--- config.mk ---
export PLATFORM = sky130hd
export DESIGN_NAME = system_supervisor_tick
export DESIGN_NICKNAME = d
export VERILOG_FILES = /design/src/hw/rtl/sst_pkg.sv /design/src/hw/rtl/sst_cfg_regs.sv /design/src/hw/rtl/sst_engine.sv /design/src/hw/rtl/system_supervisor_tick.sv
export SDC_FILE = /design/constraint.sdc
export NUM_CORES = 1
export LEC_CHECK = 0
export BUFFER_PORTS_ARGS = -buffer_cell sky130_fd_sc_hd__buf_2
export CORE_ASPECT_RATIO = 0.7
export CORE_MARGIN = 5
export CORE_UTILIZATION = 40
export CTS_BUF_LIST = sky130_fd_sc_hd__clkbuf_4
export CTS_CLUSTER_DIAMETER = 40
export DETAILED_ROUTE_END_ITERATION = 8
export HOLD_SLACK_MARGIN = 0.03
export PLACE_DENSITY = 0.65
export SETUP_SLACK_MARGIN = 0.4
export SYNTH_ARGS = -nofsm -noshare
export SYNTH_HDL_FRONTEND = slang
export SYNTH_SLANG_ARGS = --single-unit
--- constraint.sdc ---
create_clock -name clk_i -period 7.9 [get_ports clk_i]
set_input_delay 1.185 -clock clk_i [delete_from_list [all_inputs] [get_ports clk_i]]
set_output_delay 1.185 -clock clk_i [all_outputs]
set_load 0.005 [all_outputs]
--- src/hw/rtl/sst_pkg.sv ---
`timescale 1ns / 1ps

package sst_pkg;

  localparam int unsigned TickMs      = 10;
  localparam int unsigned PressSatMs  = 10000;
  localparam int unsigned ForceMs     = 5000;
  localparam int unsigned SetupMs     = 3000;
  localparam int unsigned NormalMs    = 50;
  localparam int unsigned WdtMs       = 15000;
  localparam int unsigned SchedMs     = 100;
  localparam int unsigned UptimeArmMs = 3000;
  localparam int unsigned UptimeSatMs = 3010;
  localparam int unsigned LoadHigh    = 75;
  localparam int unsigned LoadMed     = 30;

  localparam logic [7:0] FreqLow  = 8'd80;
  localparam logic [7:0] FreqMed  = 8'd160;
  localparam logic [7:0] FreqHigh = 8'd240;

  typedef enum logic [2:0] {
    REASON_NONE     = 3'd0,
    REASON_NORMAL   = 3'd1,
    REASON_SETUP    = 3'd2,
    REASON_FORCED   = 3'd3,
    REASON_WATCHDOG = 3'd4,
    REASON_THERMAL  = 3'd5
  } reason_e;

  typedef enum logic [1:0] {
    CFG_ENGINE_ENABLE  = 2'd0,
    CFG_EMERGENCY_TEMP = 2'd1,
    CFG_THROTTLE_TEMP  = 2'd2,
    CFG_MAX_FREQ_MHZ   = 2'd3
  } cfg_idx_e;

  typedef struct packed {
    logic       engine_enable;
    logic [7:0] emergency_temp;
    logic [7:0] throttle_temp;
    logic [7:0] max_freq_mhz;
  } cfg_t;

  typedef struct packed {
    logic        button_pressed;
    logic        host_awake;
    logic [31:0] heartbeat;
    logic [7:0]  temperature;
    logic [6:0]  cpu_load;
  } item_t;

  typedef struct packed {
    logic [7:0] target_freq_mhz;
    logic [2:0] boot_reason;
    logic       reset_request;
  } result_t;

endpackage

--- src/hw/rtl/sst_cfg_regs.sv ---
`timescale 1ns / 1ps

module sst_cfg_regs import sst_pkg::*; (
  input  logic       clk_i,
  input  logic       rst_ni,
  input  logic       cfg_we_i,
  input  logic [1:0] cfg_index_i,
  input  logic [7:0] cfg_data_i,
  output cfg_t       cfg_o
);

  cfg_t cfg_q, cfg_d;

  always_comb begin
    cfg_d = cfg_q;
    if (cfg_we_i) begin
      case (cfg_idx_e'(cfg_index_i))
        CFG_ENGINE_ENABLE:  cfg_d.engine_enable  = cfg_data_i[0];
        CFG_EMERGENCY_TEMP: cfg_d.emergency_temp = cfg_data_i;
        CFG_THROTTLE_TEMP:  cfg_d.throttle_temp  = cfg_data_i;
        CFG_MAX_FREQ_MHZ:   cfg_d.max_freq_mhz   = cfg_data_i;
        default:            cfg_d = cfg_q;
      endcase
    end
  end

  always_ff @(posedge clk_i or negedge rst_ni) begin
    if (!rst_ni) begin
      cfg_q.engine_enable  <= 1'b0;
      cfg_q.emergency_temp <= 8'd105;
      cfg_q.throttle_temp  <= 8'd85;
      cfg_q.max_freq_mhz   <= 8'd240;
    end else begin
      cfg_q <= cfg_d;
    end
  end

  assign cfg_o = cfg_q;

endmodule

--- src/hw/rtl/sst_engine.sv ---
`timescale 1ns / 1ps

module sst_engine import sst_pkg::*; (
  input  logic    clk_i,
  input  logic    rst_ni,
  input  cfg_t    cfg_i,
  input  logic    step_i,
  input  item_t   item_i,
  output result_t result_o
);

  logic [13:0] press_q, press_d;
  logic [13:0] stale_q, stale_d;
  logic [31:0] last_hb_q, last_hb_d;
  logic [6:0]  sched_q, sched_d;
  logic [11:0] uptime_q, uptime_d;
  reason_e     reason_q, reason_d;
  logic [7:0]  freq_q, freq_d;

  logic [11:0] uptime_n;
  logic [13:0] press_n;
  logic [13:0] stale_n;
  logic [31:0] last_hb_n;
  logic [6:0]  sched_inc;
  logic        sched_hit;
  reason_e     reason_n;
  logic        forced;
  logic        wdt;
  logic        thermal;
  logic        req;
  logic [7:0]  target;
  logic [7:0]  target_cap;

  always_comb begin
    uptime_n = (uptime_q < 12'(UptimeSatMs)) ? uptime_q + 12'(TickMs) : uptime_q;

    // button hold timing and release decode
    reason_n = reason_q;
    forced   = 1'b0;
    press_n  = press_q;
    if (item_i.button_pressed) begin
      if (press_q < 14'(PressSatMs)) begin
        press_n = press_q + 14'(TickMs);
      end
      forced = item_i.host_awake && (press_n >= 14'(ForceMs));
    end else if (press_q != '0) begin
      if (!item_i.host_awake) begin
        if (press_q >= 14'(SetupMs)) begin
          reason_n = REASON_SETUP;
        end else if (press_q >= 14'(NormalMs)) begin
          reason_n = REASON_NORMAL;
        end
      end
      press_n = '0;
    end

    // heartbeat watchdog
    wdt       = 1'b0;
    last_hb_n = item_i.heartbeat;
    stale_n   = '0;
    if (item_i.host_awake && (item_i.heartbeat == last_hb_q)) begin
      last_hb_n = last_hb_q;
      stale_n   = stale_q + 14'(TickMs);
      wdt       = stale_n >= 14'(WdtMs);
    end

    // every tenth item: thermal check and frequency target
    sched_inc = sched_q + 7'(TickMs);
    sched_hit = sched_inc >= 7'(SchedMs);
    thermal   = sched_hit && (uptime_n > 12'(UptimeArmMs)) &&
                (item_i.temperature >= cfg_i.emergency_temp) && item_i.host_awake;

    if (item_i.temperature >= cfg_i.throttle_temp) begin
      target = FreqLow;
    end else if (item_i.cpu_load > 7'(LoadHigh)) begin
      target = FreqHigh;
    end else if (item_i.cpu_load > 7'(LoadMed)) begin
      target = FreqMed;
    end else begin
      target = FreqLow;
    end
    target_cap = (target > cfg_i.max_freq_mhz) ? cfg_i.max_freq_mhz : target;

    req = forced || wdt || thermal;

    press_d  = press_q;
    stale_d  = stale_q;
    last_hb_d = last_hb_q;
    sched_d  = sched_q;
    uptime_d = uptime_q;
    reason_d = reason_q;
    freq_d   = freq_q;
    if (step_i && cfg_i.engine_enable) begin
      if (req) begin
        press_d   = '0;
        stale_d   = '0;
        last_hb_d = '0;
        sched_d   = '0;
        uptime_d  = '0;
        if (forced) begin
          reason_d = REASON_FORCED;
        end else if (wdt) begin
          reason_d = REASON_WATCHDOG;
        end else begin
          reason_d = REASON_THERMAL;
        end
      end else begin
        press_d   = press_n;
        stale_d   = stale_n;
        last_hb_d = last_hb_n;
        sched_d   = sched_hit ? '0 : sched_inc;
        uptime_d  = uptime_n;
        reason_d  = reason_n;
        if (sched_hit) begin
          freq_d = target_cap;
        end
      end
    end

    result_o.target_freq_mhz = freq_d;
    result_o.boot_reason     = reason_d;
    result_o.reset_request   = cfg_i.engine_enable && req;
  end

  always_ff @(posedge clk_i or negedge rst_ni) begin
    if (!rst_ni) begin
      press_q   <= '0;
      stale_q   <= '0;
      last_hb_q <= '0;
      sched_q   <= '0;
      uptime_q  <= '0;
      reason_q  <= REASON_NONE;
      freq_q    <= FreqLow;
    end else begin
      press_q   <= press_d;
      stale_q   <= stale_d;
      last_hb_q <= last_hb_d;
      sched_q   <= sched_d;
      uptime_q  <= uptime_d;
      reason_q  <= reason_d;
      freq_q    <= freq_d;
    end
  end

endmodule

--- src/hw/rtl/system_supervisor_tick.sv ---
`timescale 1ns / 1ps

// Supervisor for one 10 ms tick per item: times button holds, decodes boot
// reasons, watches the host heartbeat and every tenth item checks thermal
// shutdown and picks a frequency target. One item is accepted per clock cycle
// while the input is not stalled, and its result is registered: the item is
// registered, the whole update runs as combinational logic against the
// supervisor state, and the result lands in an output register. A stalled
// output holds up input only once both registers are full. Configuration must
// be written by the user only while no item is in flight; the block does not enforce it.
module system_supervisor_tick import sst_pkg::*; (
  input  logic        clk_i,
  input  logic        rst_ni,
  input  logic        in_valid_i,
  output logic        in_stall_o,
  input  logic        button_pressed_i,
  input  logic        host_awake_i,
  input  logic [31:0] heartbeat_i,
  input  logic [7:0]  temperature_i,
  input  logic [6:0]  cpu_load_i,
  output logic        out_valid_o,
  input  logic        out_stall_i,
  output logic [7:0]  target_freq_mhz_o,
  output logic [2:0]  boot_reason_o,
  output logic        reset_request_o,
  input  logic        cfg_we_i,
  input  logic [1:0]  cfg_index_i,
  input  logic [7:0]  cfg_data_i
);

  cfg_t    cfg;
  item_t   item_q;
  logic    in_valid_q;
  result_t res_d, res_q;
  logic    out_valid_q;
  logic    out_free;
  logic    step;
  logic    in_take;

  assign out_free   = !out_valid_q || !out_stall_i;
  assign step       = in_valid_q && out_free;
  assign in_stall_o = in_valid_q && !out_free;
  assign in_take    = in_valid_i && !in_stall_o;

  sst_cfg_regs u_cfg (
    .clk_i       (clk_i),
    .rst_ni      (rst_ni),
    .cfg_we_i    (cfg_we_i),
    .cfg_index_i (cfg_index_i),
    .cfg_data_i  (cfg_data_i),
    .cfg_o       (cfg)
  );

  sst_engine u_engine (
    .clk_i    (clk_i),
    .rst_ni   (rst_ni),
    .cfg_i    (cfg),
    .step_i   (step),
    .item_i   (item_q),
    .result_o (res_d)
  );

  always_ff @(posedge clk_i or negedge rst_ni) begin
    if (!rst_ni) begin
      in_valid_q  <= 1'b0;
      out_valid_q <= 1'b0;
    end else begin
      if (!in_stall_o) begin
        in_valid_q <= in_valid_i;
      end
      if (out_free) begin
        out_valid_q <= in_valid_q;
      end
    end
  end

  always_ff @(posedge clk_i) begin
    if (in_take) begin
      item_q.button_pressed <= button_pressed_i;
      item_q.host_awake     <= host_awake_i;
      item_q.heartbeat      <= heartbeat_i;
      item_q.temperature    <= temperature_i;
      item_q.cpu_load       <= cpu_load_i;
    end
    if (step) begin
      res_q <= res_d;
    end
  end

  assign out_valid_o       = out_valid_q;
  assign target_freq_mhz_o = res_q.target_freq_mhz;
  assign boot_reason_o     = res_q.boot_reason;
  assign reset_request_o   = res_q.reset_request;

endmodule

==> results of run 1 <==
[per-stage QoR]
stage	hold WS, ns	cells	worst slack [ns]
2_1_floorplan	0.430	793	4.74
3_3_place_gp	0.464	1117	3.68
3_5_place_dp	0.473	1117	3.61
4_1_cts	0.505	1149	3.57
5_1_grt	0.524	1150	3.24
6_report	0.494	1150	3.56
[final timing paths]
path                                                            to  slack (ns)
worst max-delay path            u_engine.last_hb_q[23]$_DFFE_PN0P_        3.56
worst min-delay path                  u_engine.freq_q[6]$_DFF_PN1_        0.49
worst max register to register  u_engine.last_hb_q[23]$_DFFE_PN0P_        3.56
worst min register to register        u_engine.freq_q[6]$_DFF_PN1_        0.49
max in group asynchronous               u_cfg.cfg_o[2]$_DFFE_PN0P_        6.02
min in group asynchronous          u_engine.stale_q[9]$_DFFE_PN0P_        0.54
[flip-flops by register name, indices dropped and copies added, names as in the netlist, 3 cells and up]
signal	cells
u_engine.sched_q	6
u_engine.last_hb_q	32
target_freq_mhz_o	8
u_cfg.cfg_o	25
u_engine.reason_q	3
u_engine.press_q	13
boot_reason_o	3
item_q	49
u_engine.stale_q	13
u_engine.uptime_q	11
u_engine.freq_q	8
[cell type report]
class | instances | area, µm²
repair buffers | 81 | 418
clock inverters | 15 | 134
fillers | 2032 | 12000
diodes | 1 | 2.50
well taps | 282 | 353
inverters | 41 | 154
flip-flops and latches | 174 | 4680
clock buffers | 17 | 128
multi-input cells | 539 | 3750
[logic make-up after synthesis]
logic type      after synthesis
compound gates              217
xor+xnor                     37
fa+ha+maj                    26
buf+inv                      80
flops                       174
mux                          27
simple gates                232
[worst reg2reg max path, stage by stage, from the launching register on]
cell	delay [ns]
dfrtp_1	0.53
ha_1	0.33
or2_2	0.35
a21oi_1	0.13
o31ai_1	0.09
o32a_1	0.37
nor4_2	0.78
or3_1	0.46
nand2_1	0.74
a22o_1	0.44
[layer usage]
| metal | vias up | GRT usage | share of wire |
|---|---|---|---|
| met3 | 11 | 0.0458 | 0.063 |
| met5 | - | 0 | 0 |
| met1 | 3011 | 0.241 | 0.54 |
| li1 | 3083 | - | - |
| met2 | 163 | 0.202 | 0.39 |
| met4 | 0 | 0.0394 | 0.0078 |
[power by group through the flow]
stage               clock network, mW  logic, mW  registers [mW]
detailed placement                  0      0.663            1.32
global placement                    0      0.654            1.32
floorplan                           0      0.536            1.25
CTS                             0.512      0.667            1.30
finish                          0.492      0.666            1.31
global route                    0.553      0.755            1.33
[layout by cell type (no fill, tap or decap), types with 7 or more instances in the layout]
master / Yosys / routed
a21o_1: 18 / 18
a21oi_1: 42 / 42
a22o_1: 34 / 34
a31oi_1: 12 / 12
and2_1: 8 / 7
buf_2: 20 / 76
clkbuf_4: 0 / 17
dfrtp_1: 99 / 99
dfstp_2: 14 / 14
edfxtp_1: 61 / 61
ha_1: 25 / 25
inv_1: 40 / 40
mux2_2: 25 / 25
nand2_1: 54 / 54
nand2b_1: 9 / 9
nand3_1: 26 / 26
nand4_1: 9 / 9
nor2_1: 36 / 36
nor3_1: 16 / 16
nor4_1: 16 / 16
o21ai_0: 42 / 42
o31ai_1: 9 / 9
or3_1: 9 / 9
xor2_1: 35 / 35
==> results by group, run 1 <==
Run status
  • Status: finished clean

Placement
  • Placed inst area: 0.00935 mm²
  • Post-detail-place hpwl: about 13 mm
  • Gpl congestion: 0.894
  • IO buf count: 77

Clock network
  • Worst-skew pair later-pin latency: 0.61 ns
  • CTS Sinks: approximately 170
  • H-Tree Level Count: 4
  • Clk buf depth: 2
  • Cts hold-fix bufs: 0
  • Root Buffer: clkbuf_4
  • Inserted Clock Buffers: 17
  • CTS tree: done
  • PostCTS Resize Cnt: 0
  • Setup bufs post-CTS: 0
  • CTS clock-pin slew for the worst setup and hold paths: roughly 0.15 ns

Synth
  • XOR/XNOR share of the synthesized area: 0.0370
  • Main synth FF type: dfrtp_1
  • Post-synthesis simple-gate area fraction: 0.145
  • Largest cells by area after synthesis: dfrtp_1, edfxtp_1, dfstp_2
  • Post-synth top area share: 0.283
  • Top-count cell post-synth: dfrtp_1
  • Syn. warnings: 0
  • Mean Syn Cell Area: roughly 11 µm²
  • Synth top cells by count: dfrtp_1, edfxtp_1, nand2_1, a21oi_1, o21ai_0
  • Asr flop ratio synth: 0.649
  • Mapped Cells: 793
  • Seq/Total Area, Yosys: 0.534
  • Post-synth EDFFs: slightly above 60
  • Net Count, Synth: 882
  • Mux contribution to synthesized area: 0.0344
  • Largest family of logic cells by synthesized area: compound AO/OA/AOI/OAI gates
  • Compound-Gate Fraction of Synth Area: 0.173
  • Synthesized cell area: roughly 0.0088 mm²
  • Register bit total from synthesis: between 150 and 200
  • Synthesized-area fraction occupied by adder cells: 0.0369
  • Synth area leader: dfrtp_1
  • Synth cell types: 79

Global routing
  • Vias in the first global route: ~5900
  • Pin count of the biggest net entering global routing: 76
  • Tot GR Track Use: 0.153
  • Global-route wire length before repair: 31.1 mm
  • Overflow after GRT: 0
  • Initial antenna violation count: 1

Power
  • Clock power frac: 0.200
  • Sequential Power Share: 0.530
  • Total power: 2.46 mW
  • Pleak: 4.06 nW
  • Int Pwr: 1.60 mW
  • Comb pwr share: 0.270
  • Switching share of total power: 0.352
  • Peak supply drop: 0.124 mV
  • Sw Pwr: 0.866 mW
  • Cell Pwr Density: about 260 mW/mm²

Setup path
  • Critical Path, Cell by Cell: ha_1, or2_2, a21oi_1, o31ai_1, o32a_1, nor4_2, or3_1, nand2_1, a22o_1
  • Critical Path Stages: 9
  • Reg2reg path depth: 9
  • Critical path type: reg2reg
  • CP max FO: 32
  • Critical Path Source Type: register
  • Crit path max-delay family: simple AND/OR/NAND/NOR gates
  • Worst EP required: between 8 and 9 ns
  • CP max stage delay: between 0.7 and 0.8 ns
  • Reg-to-reg startpoint: u_engine.uptime_q[1]$_DFFE_PN0P_
  • CP startpoint: u_engine.uptime_q[1]$_DFFE_PN0P_
  • Crit-path slowest cell: nor4_2
  • CP endpoint kind: register
  • Worst Path Arrival: about 4.8 ns
  • Buf/Inv on CP: 0

Timing
  • Final setup fails: 0
  • Worst slew margin: 0.238
  • Skew final: roughly 0.023 ns
  • RSZ-0062 raised after global routing: false
  • Final worst path period need: 4.34 ns
  • Final Hold Fails: 0
  • F_max: 230 MHz
  • Pins over their slew limit: 0
  • Period utilization: 0.549
  • Worst slew pin tran: 1.14 ns
  • Setup TNS: 0 ns

Drt
  • Drt total wl: 18.5 mm
  • # DRC: 0
  • Avg WL per Cell: between 15 and 20 µm
  • Post-DRT Antenna Nets: 0
  • Routed vias/inst: 5.45
  • Routed vias: 6268
  • DRT Pass-1 Iters: 5
  • Number of DRC violations after detailed-routing iteration 0: 481

Floorplan
  • Placeable Area: 0.0216 mm²
  • I/O pin cnt: 78
  • Full die area: 0.0250 mm²
  • Initial core utilization: 0.405
  • Rows: 45
  • Die Y: between 100 and 150 µm
  • Die width: between 150 and 200 µm

Finish
  • Nets: 943
  • Final Util: 0.445
  • Area growth, synth to finish: 9.73%
  • Final instance area: between 0.009 and 0.01 mm²
  • Layout cells sized above 1: 0.200

Min path
  • Worst Hold Class: reg2reg
  • Worst hold path depth: 2
  • Hold path startpoint: u_engine.freq_q[6]$_DFF_PN1_

Flow run
  • Max-cap violation count: 0
Power figures use the tool's default switching activity.
==> run 2: changes to the inputs <==
==> constraint.sdc (replaced) <==
create_clock -name clk_i -period 4.3 [get_ports clk_i]
set_input_delay 0.645 -clock clk_i [delete_from_list [all_inputs] [get_ports clk_i]]
set_output_delay 0.645 -clock clk_i [all_outputs]
set_load 0.005 [all_outputs]
==> run 2 against run 1 <==
- core utilization increased by 0.37 points
- flip-flop and latch count is the same
- via count grew 1.6%
- largest power group unchanged
==> results by group, run 2 (synthesized netlist as in run 1, its figures left out) <==
Timing
  • Final setup fails: 0 (unchanged)
  • Fin Hold WS: 0.152 ns (-0.343 ns)
  • Skew final: 0.0232 ns (+0.000365 ns)
  • Final Hold Fails: 0 (unchanged)
  • Setup TNS: 0 ns (unchanged)
  • RSZ-0062 raised after global routing: false
  • Pins over their slew limit: 0 (unchanged)
  • Worst slew margin: 0.341 (+0.104)
  • Period utilization: 0.829 (+0.280)
  • F_max: 281 MHz (+22%)
  • Worst slew pin tran: 0.984 ns (-0.157 ns)
  • Final worst path period need: 3.57 ns (-0.774 ns)

Power
  • Pleak: 4.12 nW (+1.4%)
  • Peak supply drop: 0.222 mV (+79%)
  • Comb pwr share: 0.269 (about the same)
  • Clock power frac: 0.205 (+0.005)
  • Cell Pwr Density: 473 mW/mm² (+85%)
  • Switching share of total power: 0.344 (-0.00790)
  • Int Pwr: 3.01 mW (+88%)
  • Sequential Power Share: 0.526 (-0.004)
  • Total power: 4.58 mW (+86%)
  • Sw Pwr: 1.58 mW (+82%)

Clock network
  • Clk buf depth: 2 (unchanged)
  • Inserted Clock Buffers: 17 (unchanged)
  • Worst-skew pair later-pin latency: 0.59 ns (-0.02 ns)
  • CTS clock-pin slew for the worst setup and hold paths: 0.16 ns (about the same)
  • CTS Sinks: 174 (unchanged)
  • CTS tree: done
  • Setup bufs post-CTS: 0 (unchanged)
  • H-Tree Level Count: 4 (unchanged)
  • Root Buffer: clkbuf_4
  • PostCTS Resize Cnt: 0 (unchanged)
  • Cts hold-fix bufs: 0 (unchanged)

Drt
  • Routed vias: 6366 (+1.6%)
  • # DRC: 0 (unchanged)
  • DRT Pass-1 Iters: 5 (unchanged)
  • Post-DRT Antenna Nets: 0 (unchanged)
  • Routed vias/inst: 5.50 (+0.86%)
  • Drt total wl: 19.1 mm (+3.1%)
  • Avg WL per Cell: 16.5 µm (+2.3%)
  • Number of DRC violations after detailed-routing iteration 0: 485 (+0.83%)

Finish
  • Nets: 951 (+0.85%)
  • Area growth, synth to finish: 10.6%
  • Max FFs per register: 49 (unchanged)
  • Area of the multi-input gates: 0.00375 mm² (+0.17%)
  • Commonest non-fill, non-tap cell in the layout: dfrtp_1
  • Register area: 0.00468 mm² (unchanged)
  • Commonest cells after routing, fill and taps aside: dfrtp_1, buf_2, edfxtp_1
  • Layout cells sized above 1: 0.206 (+0.00618)
  • Top reg by flops: item_q
  • Fillers: 2014 (-0.89%)

Setup path
  • CP endpoint: u_engine.press_q[6]$_DFFE_PN0P_
  • R2R setup slack: 0.73 ns (-2.83 ns)
  • Reg2reg path depth: 11 (+2)
  • CP max FO: 12 (-63%)
  • Critical path type: reg2reg
  • CP startpoint: u_engine.uptime_q[1]$_DFFE_PN0P_
  • Reg-to-reg startpoint: u_engine.uptime_q[1]$_DFFE_PN0P_
  • Worst Path Arrival: 4.07 ns (-0.76 ns)
  • Critical Path Source Type: register
  • CP endpoint kind: register
  • Reg2Reg Capture Point: u_engine.press_q[6]$_DFFE_PN0P_
  • Worst EP required: 4.81 ns (-3.58 ns)

Global routing
  • Global-route wire length before repair: 32.2 mm (+3.5%)
  • Pin count of the biggest net entering global routing: 63 (-17%)
  • Initial antenna violation count: 1 (unchanged)
  • Vias in the first global route: 6129 (+4.3%)
  • Tot GR Track Use: 0.158 (+0.00520)
  • Overflow after GRT: 0 (unchanged)

Placement
  • Post-detail-place hpwl: 13.2 mm (+2.6%)
  • Gpl congestion: 0.898 (+0.42%)
  • IO buf count: 77 (unchanged)

Floorplan
  • Initial core utilization: 0.405 (unchanged)
  • Placeable Area: 0.0216 mm² (unchanged)
  • Die width: 187 µm (unchanged)
  • I/O pin cnt: 78 (unchanged)
  • Rows: 45 (unchanged)
  • Full die area: 0.0250 mm² (unchanged)
  • Die Y: 134 µm (unchanged)

Min path
  • Worst Hold Class: in2async

Run status
  • Status: finished clean

Flow run
  • Max-cap violation count: 0 (unchanged)
[run 2: changes by cell type in the layout (fill, tap and decap cells not counted), sizes merged]
cell / change
buf: +8
bufinv: +1
clkbuf: +1
clkinv: +3
clkinvlp: -3
inv: -2
[run 2: per-stage QoR]
step	instances	util	area (µm²)	setup WS, ns
after floorplan	793	-	8760	1.14
after global placement	1125	0.435	9410	0.674
after detailed placement	1125	0.435	9410	0.590
after CTS	1157	0.448	9680	0.594
after global routing	1158	0.448	9690	0.509
final	1158	0.448	9690	0.735
[run 2: per-layer routing]
metal | up-vias | share of wire | global-route usage | wire length (µm)
li1 | 3089 | - | - | -
met2 | 197 | 0.40 | 0.216 | 7720
met3 | 14 | 0.064 | 0.0450 | 1220
met4 | 0 | 0.0089 | 0.0390 | 170
met5 | - | 0 | 0 | 0
met1 | 3066 | 0.52 | 0.246 | 9960
[run 2: how the worst min path moves through the flow]
stage                                                 end                      startpoint
final                     u_engine.stale_q[9]$_DFFE_PN0P_                          rst_ni
after global routing                 item_q[28]$_DFFE_PP_                 heartbeat_i[13]
after CTS                 u_engine.stale_q[9]$_DFFE_PN0P_                          rst_ni
after detailed placement   u_engine.reason_q[1]$_DFF_PN0_  u_engine.reason_q[1]$_DFF_PN0_
after global placement     u_engine.reason_q[1]$_DFF_PN0_  u_engine.reason_q[1]$_DFF_PN0_
after floorplan                    in_valid_q$_DFFE_PN0N_                          rst_ni
[run 2: power groups by stage]
stage / logic, mW / registers [mW] / clock network [mW]
after global routing: 1.41 / 2.46 / 1.05
after global placement: 1.21 / 2.43 / 0
final: 1.24 / 2.41 / 0.939
after detailed placement: 1.23 / 2.43 / 0
after CTS: 1.23 / 2.40 / 0.979
after floorplan: 0.985 / 2.30 / 0
[run 2: area by class of cell]
cell class              count  share of cell area
well taps                 282              0.0364
inverters                  41              0.0159
clock inverters            14              0.0145
clock buffers              18              0.0139
repair buffers             89              0.0493
multi-input cells         539               0.387
flip-flops and latches    174               0.483
diodes                      1            0.000258
[run 2: worst max-delay path, stage by stage (launching register included)]
cell and delay [ns]:
dfrtp_1 0.53, ha_1 0.33, or2_2 0.36, a32o_1 0.22
a41o_1 0.23, o21ai_0 0.20, nor4_2 0.05, buf_4 0.18
or2_1 0.41, nor3_2 0.62, a31oi_1 0.17, a31oi_1 0.18
